<file path="src/rtl/wsbs_pkg.sv">
package wsbs_pkg;

    localparam logic [16:0] SLOT_MOD        = 17'd119999;
    localparam int unsigned RECIP_SHIFT     = 48;
    localparam int unsigned Q_W             = 64 - RECIP_SHIFT;
    localparam logic [31:0] SLOT_RECIP      = 32'((64'd1 << RECIP_SHIFT) / 64'd119999);
    localparam logic [9:0]  MS_TO_US        = 10'd1000;
    localparam logic [23:0] ID_STEP_US      = 24'd15000000;
    localparam logic [3:0]  FAIL_SAT        = 4'd10;
    localparam logic [3:0]  RESLOT_AT       = 4'd3;
    localparam logic [3:0]  SHIFT_CAP       = 4'd7;
    localparam logic [16:0] BACKOFF_BASE_MS = 17'd1000;
    localparam logic [16:0] BACKOFF_CAP_MS  = 17'd120000;

    localparam int unsigned SUM_W           = 33;
    localparam int unsigned US_W            = 27;
    localparam logic [SUM_W-1:0] SLEEP_MIN_US = 33'd30000000;
    localparam logic [SUM_W-1:0] SLEEP_MAX_US = 33'd1200000000;

    localparam logic [7:0]  NODE_ID_RESET     = 8'd1;
    localparam logic [30:0] BASE_PERIOD_RESET = 31'd300000000;

    typedef enum logic [0:0] {
        CFG_NODE_ID     = 1'b0,
        CFG_BASE_PERIOD = 1'b1
    } cfg_index_t;

    typedef enum logic [1:0] {
        KIND_OK    = 2'd0,
        KIND_FAIL  = 2'd1,
        KIND_ABORT = 2'd2
    } kind_t;

    typedef struct packed {
        logic [5:0]  pad;
        logic [31:0] random_word;
        logic [1:0]  kind;
    } in_data_t;

    typedef struct packed {
        logic [1:0]  pad;
        logic        reslotted;
        logic [3:0]  failure_count;
        logic [16:0] retry_delay_ms;
        logic [16:0] slot_ms;
        logic [30:0] sleep_us;
    } out_data_t;

    function automatic logic [16:0] retry_delay_ms_of(input logic [3:0] cnt);
        logic [3:0]  sh;
        logic [16:0] val;
        begin
            sh  = (cnt - 4'd1 > SHIFT_CAP) ? SHIFT_CAP : cnt - 4'd1;
            val = BACKOFF_BASE_MS << sh;
            if (cnt == 4'd0)
            begin
                val = 17'd0;
            end
            else if (val > BACKOFF_CAP_MS)
            begin
                val = BACKOFF_CAP_MS;
            end
            return val;
        end
    endfunction

    function automatic logic [US_W-1:0] backoff_us_of(input logic [3:0] cnt);
        logic [US_W-1:0] prod;
        begin
            prod = US_W'(retry_delay_ms_of(cnt)) * US_W'(MS_TO_US);
            return prod;
        end
    endfunction

endpackage

</file>
<file path="src/rtl/wsbs_slot_mod.sv">
module wsbs_slot_mod (
    input  logic        clk,
    input  logic        en,
    input  logic [31:0] rnd,
    output logic [16:0] cand
);

    logic [63:0]                   prod;
    logic [wsbs_pkg::Q_W-1:0]      q_reg;
    logic [31:0]                   rnd1_reg;
    logic [31:0]                   qm_reg;
    logic [31:0]                   rnd2_reg;
    logic [32:0]                   qm_next;
    logic [31:0]                   rem;
    logic [17:0]                   rem_fix;
    logic [16:0]                   cand_reg;
    logic [16:0]                   cand_next;

    assign prod    = 64'(rnd) * 64'(wsbs_pkg::SLOT_RECIP);
    assign qm_next = 33'(q_reg) * 33'(wsbs_pkg::SLOT_MOD);
    assign rem     = rnd2_reg - qm_reg;

    always_comb
    begin
        rem_fix = rem[17:0];
        if (rem_fix >= 18'(wsbs_pkg::SLOT_MOD))
        begin
            rem_fix = rem_fix - 18'(wsbs_pkg::SLOT_MOD);
        end
        cand_next = rem_fix[16:0] + 17'd1;
    end

    always_ff @(posedge clk)
    begin
        if (en)
        begin
            q_reg    <= prod[63:wsbs_pkg::RECIP_SHIFT];
            rnd1_reg <= rnd;
            qm_reg   <= qm_next[31:0];
            rnd2_reg <= rnd1_reg;
            cand_reg <= cand_next;
        end
    end

    assign cand = cand_reg;

endmodule

</file>
<file path="src/rtl/wake_slot_backoff_scheduler.sv">
// Each input transfer gives one matching output on m_tvalid, in order.
// Throughput: one item per cycle; the failure count and phase slot update in a single
// stage, and the slot modulo runs as a three-stage reciprocal multiply ahead of it.
// A low m_tready with a full output register freezes every stage.
// Reset clears all valid bits, the failure count and the slot, and loads the
// register defaults (node_id 1, base_period_us 300000000).
module wake_slot_backoff_scheduler (
    input  logic                clk,
    input  logic                rst_n,
    input  logic                s_tvalid,
    output logic                s_tready,
    input  wsbs_pkg::in_data_t  s_tdata,   // kind[1:0], random_word[33:2], zero pad
    output logic                m_tvalid,
    input  logic                m_tready,
    output wsbs_pkg::out_data_t m_tdata,   // sleep_us[30:0], slot_ms[47:31],
                                           // retry_delay_ms[64:48], failure_count[68:65],
                                           // reslotted[69], zero pad
    input  logic                cfg_valid,
    output logic                cfg_ready,
    input  logic [0:0]          cfg_index,
    input  logic [30:0]         cfg_data
);

    localparam int unsigned STAGES = 8;
    localparam int unsigned KIND_STAGES = 5;

    logic                    advance;
    logic [STAGES-1:0]       v_reg;
    wsbs_pkg::kind_t         kind_reg [KIND_STAGES];
    logic [31:0]             rnd_reg;
    logic [16:0]             cand;

    logic [7:0]              node_id_reg;
    logic [30:0]             base_reg;
    logic [7:0]              id_steps;
    logic [wsbs_pkg::SUM_W-1:0] cfg_off_reg;
    logic [wsbs_pkg::SUM_W-1:0] cfg_off_next;

    logic [16:0]             cand4_reg;
    logic [wsbs_pkg::US_W-1:0] cand_us_reg;

    logic [3:0]              fail_cnt_reg;
    logic [3:0]              fail_cnt_next;
    logic [3:0]              cnt_upd;
    logic [16:0]             slot_reg;
    logic [16:0]             slot_next;
    logic [wsbs_pkg::US_W-1:0] slot_us_reg;
    logic [wsbs_pkg::US_W-1:0] slot_us_next;
    logic                    reslot;

    logic [16:0]             s5_slot_reg;
    logic [16:0]             s5_bk_ms_reg;
    logic [3:0]              s5_cnt_reg;
    logic                    s5_reslot_reg;
    logic [wsbs_pkg::US_W-1:0] s5_slot_us_reg;
    logic [wsbs_pkg::US_W-1:0] s5_bk_us_reg;

    logic [wsbs_pkg::SUM_W-1:0] sum_reg;
    logic [wsbs_pkg::SUM_W-1:0] sum_next;
    logic [16:0]             s6_slot_reg;
    logic [16:0]             s6_bk_ms_reg;
    logic [3:0]              s6_cnt_reg;
    logic                    s6_reslot_reg;

    logic [wsbs_pkg::SUM_W-1:0] sleep_clamped;
    wsbs_pkg::out_data_t     out_reg;
    wsbs_pkg::out_data_t     out_next;

    assign advance   = !v_reg[STAGES-1] || m_tready;
    assign s_tready  = advance;
    assign m_tvalid  = v_reg[STAGES-1];
    assign m_tdata   = out_reg;
    assign cfg_ready = 1'b1;

    always_ff @(posedge clk or negedge rst_n)
    begin
        if (!rst_n)
        begin
            v_reg <= '0;
        end
        else if (advance)
        begin
            v_reg <= {v_reg[STAGES-2:0], s_tvalid};
        end
    end

    always_ff @(posedge clk or negedge rst_n)
    begin
        if (!rst_n)
        begin
            node_id_reg <= wsbs_pkg::NODE_ID_RESET;
            base_reg    <= wsbs_pkg::BASE_PERIOD_RESET;
        end
        else if (cfg_valid)
        begin
            unique case (wsbs_pkg::cfg_index_t'(cfg_index))
                wsbs_pkg::CFG_NODE_ID:     node_id_reg <= cfg_data[7:0];
                wsbs_pkg::CFG_BASE_PERIOD: base_reg    <= cfg_data;
            endcase
        end
    end

    always_comb
    begin
        id_steps     = (node_id_reg == 8'd0) ? 8'd0 : node_id_reg - 8'd1;
        cfg_off_next = wsbs_pkg::SUM_W'(base_reg)
                     + wsbs_pkg::SUM_W'(id_steps) * wsbs_pkg::SUM_W'(wsbs_pkg::ID_STEP_US);
    end

    always_ff @(posedge clk)
    begin
        cfg_off_reg <= cfg_off_next;
    end

    always_ff @(posedge clk)
    begin
        if (advance)
        begin
            rnd_reg     <= s_tdata.random_word;
            kind_reg[0] <= wsbs_pkg::kind_t'(s_tdata.kind);
            for (int i = 1; i < KIND_STAGES; i++)
            begin
                kind_reg[i] <= kind_reg[i-1];
            end
        end
    end

    wsbs_slot_mod u_slot_mod (
        .clk  (clk),
        .en   (advance),
        .rnd  (rnd_reg),
        .cand (cand)
    );

    always_ff @(posedge clk)
    begin
        if (advance)
        begin
            cand4_reg   <= cand;
            cand_us_reg <= wsbs_pkg::US_W'(cand) * wsbs_pkg::US_W'(wsbs_pkg::MS_TO_US);
        end
    end

    always_comb
    begin
        unique case (kind_reg[KIND_STAGES-1])
            wsbs_pkg::KIND_OK:   cnt_upd = 4'd0;
            wsbs_pkg::KIND_FAIL: cnt_upd = (fail_cnt_reg >= wsbs_pkg::FAIL_SAT)
                                         ? wsbs_pkg::FAIL_SAT : fail_cnt_reg + 4'd1;
            default:             cnt_upd = fail_cnt_reg;
        endcase
        reslot        = (slot_reg == 17'd0) || (cnt_upd >= wsbs_pkg::RESLOT_AT);
        slot_next     = reslot ? cand4_reg : slot_reg;
        slot_us_next  = reslot ? cand_us_reg : slot_us_reg;
        fail_cnt_next = (cnt_upd >= wsbs_pkg::RESLOT_AT) ? 4'd0 : cnt_upd;
    end

    always_ff @(posedge clk or negedge rst_n)
    begin
        if (!rst_n)
        begin
            fail_cnt_reg <= 4'd0;
            slot_reg     <= 17'd0;
            slot_us_reg  <= '0;
        end
        else if (advance && v_reg[KIND_STAGES-1])
        begin
            fail_cnt_reg <= fail_cnt_next;
            slot_reg     <= slot_next;
            slot_us_reg  <= slot_us_next;
        end
    end

    always_ff @(posedge clk)
    begin
        if (advance)
        begin
            s5_slot_reg    <= slot_next;
            s5_slot_us_reg <= slot_us_next;
            s5_cnt_reg     <= fail_cnt_next;
            s5_reslot_reg  <= reslot;
            s5_bk_ms_reg   <= wsbs_pkg::retry_delay_ms_of(fail_cnt_next);
            s5_bk_us_reg   <= wsbs_pkg::backoff_us_of(fail_cnt_next);
        end
    end

    assign sum_next = cfg_off_reg
                    + wsbs_pkg::SUM_W'(s5_slot_us_reg)
                    + wsbs_pkg::SUM_W'(s5_bk_us_reg);

    always_ff @(posedge clk)
    begin
        if (advance)
        begin
            sum_reg       <= sum_next;
            s6_slot_reg   <= s5_slot_reg;
            s6_bk_ms_reg  <= s5_bk_ms_reg;
            s6_cnt_reg    <= s5_cnt_reg;
            s6_reslot_reg <= s5_reslot_reg;
        end
    end

    always_comb
    begin
        priority if (sum_reg < wsbs_pkg::SLEEP_MIN_US)
        begin
            sleep_clamped = wsbs_pkg::SLEEP_MIN_US;
        end
        else if (sum_reg > wsbs_pkg::SLEEP_MAX_US)
        begin
            sleep_clamped = wsbs_pkg::SLEEP_MAX_US;
        end
        else
        begin
            sleep_clamped = sum_reg;
        end
        out_next                = '0;
        out_next.sleep_us       = sleep_clamped[30:0];
        out_next.slot_ms        = s6_slot_reg;
        out_next.retry_delay_ms = s6_bk_ms_reg;
        out_next.failure_count  = s6_cnt_reg;
        out_next.reslotted      = s6_reslot_reg;
    end

    always_ff @(posedge clk)
    begin
        if (advance)
        begin
            out_reg <= out_next;
        end
    end

endmodule

</file>
<file path="config.mk">
export PLATFORM = sky130hd
export DESIGN_NAME = wake_slot_backoff_scheduler
export DESIGN_NICKNAME = d
export VERILOG_FILES = /design/src/rtl/wsbs_pkg.sv /design/src/rtl/wsbs_slot_mod.sv /design/src/rtl/wake_slot_backoff_scheduler.sv
export SDC_FILE = /design/constraint.sdc
export NUM_CORES = 2
export LEC_CHECK = 0
export ABC_AREA = 1
export BUFFER_PORTS_ARGS = -buffer_cell sky130_fd_sc_hd__buf_2
export CAP_MARGIN = 5
export CORE_MARGIN = 2
export CORE_UTILIZATION = 41
export CTS_BUF_LIST = sky130_fd_sc_hd__clkbuf_4 sky130_fd_sc_hd__clkbuf_8
export DETAILED_ROUTE_END_ITERATION = 7
export GPL_TIMING_DRIVEN = 0
export HOLD_SLACK_MARGIN = 0.12
export PLACE_DENSITY = 0.53
export SYNTH_ARGS = -nofsm -noshare
export SYNTH_HDL_FRONTEND = slang
export SYNTH_SLANG_ARGS = --single-unit
</file>
<file path="constraint.sdc">
create_clock -name clk -period 17.6 [get_ports clk]
set_clock_uncertainty 0.1 [all_clocks]
set_input_delay 1.76 -clock clk [delete_from_list [all_inputs] [get_ports clk]]
set_output_delay 1.76 -clock clk [all_outputs]
set_load 0.01 [all_outputs]
</file>
==> out/metrics.sh <==
WORSTSETUPSTARTPOINT='node_id_reg[0]$_DFFE_PN1P_'
FINAL_SETUP_VIO_COUNT=0
CRITPATHCAPTURETYPE='flip-flop'
DIE_AR_UM2=115000
CP_SLOWEST_STAGE_DELAY_NS=0.74
GRT_PASS1_WL_MM=169
CTS_MADE_BUFFERS=91
QUANTITY_OF_I_O_BUFFERS_INSERTED_ON_PORTS=139
GLOBALROUTETOTALUTIL_PCT=18.6
TIMING.SETUP.TNS_NS=0
RUN_STATUS='completed'
REG2REG_DEPTH=29
DETAIL_ROUTE.DRC_VIOLATIONS=0
TIME_THE_FINAL_WORST_PATH_NEEDS_WITH_I_O_DELAYS_AND_SETUP_NS=7.41
AVGROUTEDWIREPERCELL_UM=16.3
SYNTH_AREA_PER_CELL_UM2=10.4
HOLD_VIOLATIONS_FINAL=0
SYN2LAYOUT_AREA_GROWTH_PCT=10.1
INSTANCES_NO_FILL=6266
YOSYS.CELL_TYPES.COUNT=53
TIMING.FINAL.CRIT_SHARE_PCT=42.1
DRT_FIRST_ITER_VIOLATIONS=1415
CLK_PATH_BUF_DEPTH=3
REGTOREGSETUPSLACK_NS=10.19
CRITICAL_PATH.ENDPOINT='cfg_off_reg[31]$_DFF_P_'
CORE_AREA_UM2=111000
FRACTION_OF_FINAL_LAYOUT_CELLS_WITH_DRIVE_STRENGTH_GREATER_THAN_1_PCT=7.87
LAYOUT.CELLS.MOST_COMMON='inv_1'
PLACE_INST=6094
WORSTPATHREQUIRED_NS=18.09
WORST-SETUP-PATH-TYPE='reg -> reg'
WORSTPATHARRIVAL_NS=7.91
OVERFLOW=0
ROUTED_VIA_DENSITY=4.71
NUMBER_OF_GLOBAL_ROUTE_VIAS_BEFORE_REPAIR=31307
CRITICAL_PATH.REG2REG.ENDPOINT='cfg_off_reg[31]$_DFF_P_'
SYNTH_AREA_UM2=46000
NUMBER_OF_VIOLATIONS_OF_THE_MAX_CAPACITANCE_LIMIT=0
TOTALWIRELENGTH_MM=102
GRT_START_MAX_NET_PINS=123
SYNTH_SEQ_AREA_SHARE_PCT=31.6
ROWS=122
DIE_HEIGHT_UM=339
WORST_TRAN_PIN_VALUE_NS=1.12
ROOT_BUFFER='clkbuf_8'
BUSIEST_LAYER='met2'
MET1_USAGE_PCT=24.2
CTS_TREE='built'
SYNTH-SEQ-CELLS=510
CPMAXSTAGEDELAYCELL='nor3_1'
PATH_CLK_SLEW_NS=0.06
CELL_COUNT_AFTER_SYNTHESIS=4439
KIND_OF_PATH_BEHIND_THE_TIGHTEST_HOLD_CHECK='reg -> reg'
DRTANTENNAVIOLNETS=0
SYNTH_ENABLE_FLOP_CELLS=382
MAX_SLEW_MARGIN_PCT=25.3
CTS_HOLD_REPAIR_BUFFERS=0
DP_HPWL_MM=84.7
FINISH.NET_COUNT=5939
FINAL_MAX_SLEW_VIOL_COUNT=0
POST_CTS_BUFFERS=0
DRT_PRE_ANTENNA_ITERS=5
TRITONCTS_NUM_SINKS=510
SYNTH-WARNING-COUNT=0
STARTPOINT_TYPE='flip-flop'
HOLD_PATH_DEPTH=0
GR-USAGE-MET3_PCT=2.58
WORST_SKEW_PAIR.LATE_LATENCY_NS=0.73
VIAS=29538
GRT_SETUP_UNREPAIRED='false'
POST_CTS_SIZING_COUNT=0
CP_MAX_FO=6
NUMBER_OF_ANTENNA_VIOLATIONS_AT_THE_FIRST_CHECK_IN_GLOBAL_ROUTING=2
FINALWEIGHTEDCONGESTION=0.880
FINAL_CELL_MIX='inv_1 (1012), ha_1 (621), nand2_1 (560), fa_1 (542), edfxtp_1 (382)'
FMAX_MHz=135
GR-USAGE-MET2_PCT=31.8
DIEWIDTH_UM=339
LARGEST_REG_FLOPS=66
FLOORPLAN.INITIALDENSITY_PCT=41.4
PROPORTION_OF_SYNTHESIZED_FLIP_FLOPS_HAVING_ASYNCHRONOUS_SET_OR_RESET_PCT=18.6
CTS.HTREE.LEVELS=3
PIN_COUNT=152
CRIT-REG2REG-LAUNCH='node_id_reg[0]$_DFFE_PN1P_'
SYNTH_FF_TYPE='edfxtp_1'
FINAL.FILL_COUNT=10657
[worst min-delay path by stage]
stage,end,startpoint
floorplan,cfg_off_reg[0]$_DFF_P_,base_reg[0]$_DFFE_PN0P_
global route,cfg_off_reg[0]$_DFF_P_,base_reg[0]$_DFFE_PN0P_
CTS,cfg_off_reg[0]$_DFF_P_,base_reg[0]$_DFFE_PN0P_
global placement,cfg_off_reg[0]$_DFF_P_,base_reg[0]$_DFFE_PN0P_
finish,cfg_off_reg[0]$_DFF_P_,base_reg[0]$_DFFE_PN0P_
detailed placement,cfg_off_reg[0]$_DFF_P_,base_reg[0]$_DFFE_PN0P_
[Yosys cell counts (70+ instances only)]
| master | count | share of area [%] |
|---|---|---|
| inv_1 | 1012 | 8.3 |
| ha_1 | 621 | 17 |
| nand2_1 | 560 | 4.6 |
| fa_1 | 542 | 24 |
| edfxtp_1 | 382 | 25 |
| a21oi_1 | 211 | 2.3 |
| o21ai_0 | 209 | 2.3 |
| nor2_1 | 206 | 1.7 |
| xor2_1 | 115 | 2.2 |
| nand3_1 | 107 | 1.2 |
| dfrtp_1 | 84 | 4.6 |
| xnor2_1 | 70 | 1.3 |
[cells by family after synthesis]
family,after synthesis,synth area share [%]
simple gates,975,8.85
mux,23,0.563
other cells,2,0.0163
buf+inv,1060,8.74
xor+xnor,186,3.56
fa+ha+maj,1163,40.5
compound gates,520,6.19
flops,510,31.6
[worst max-delay path: cells and delay by family (launching register included)]
family / cells / cell delay, ns
AO/OA/AOI/OAI: 8 / 1.42
buffers and inverters: 5 / 0.39
XOR/XNOR: 2 / 0.26
flip-flops: 1 / 0.54
AND/OR/NAND/NOR: 7 / 1.90
adder cells (fa/ha/maj): 7 / 2.68
[area by class of cell]
type | count | area, um^2 | share of cell area, %
multi-input combinational | 2893 | 27500 | 54.4
buffer | 41 | 196 | 0.388
sequential | 510 | 14500 | 28.7
timing repair buffer | 143 | 808 | 1.60
inverter | 1019 | 3830 | 7.57
tap | 1488 | 1860 | 3.68
clock inverter | 47 | 319 | 0.630
clock buffer | 123 | 1550 | 3.06
antenna | 2 | 5.00 | 0.00989
[stage by stage]
stage	worst slack, ns	hold slack (ns)	instance area, um^2	utilization [%]
after CTS	10.14	0.282	50600	45.6
after global routing	9.55	0.290	50600	45.6
after floorplan	9.74	0.247	46100	-
after global placement	6.95	0.269	48600	43.8
after detailed placement	10.18	0.268	48800	43.9
final	10.19	0.277	50600	45.6
[layer usage]
layer | part of all wire [%] | routed length, um
met5 | 0 | 0
met4 | 3.5 | 3570
met1 | 45 | 45600
met2 | 48 | 49300
met3 | 3.6 | 3700
Power is not shown: default switching activity piles up to over one toggle a cycle in this logic, so the estimate is an artifact.
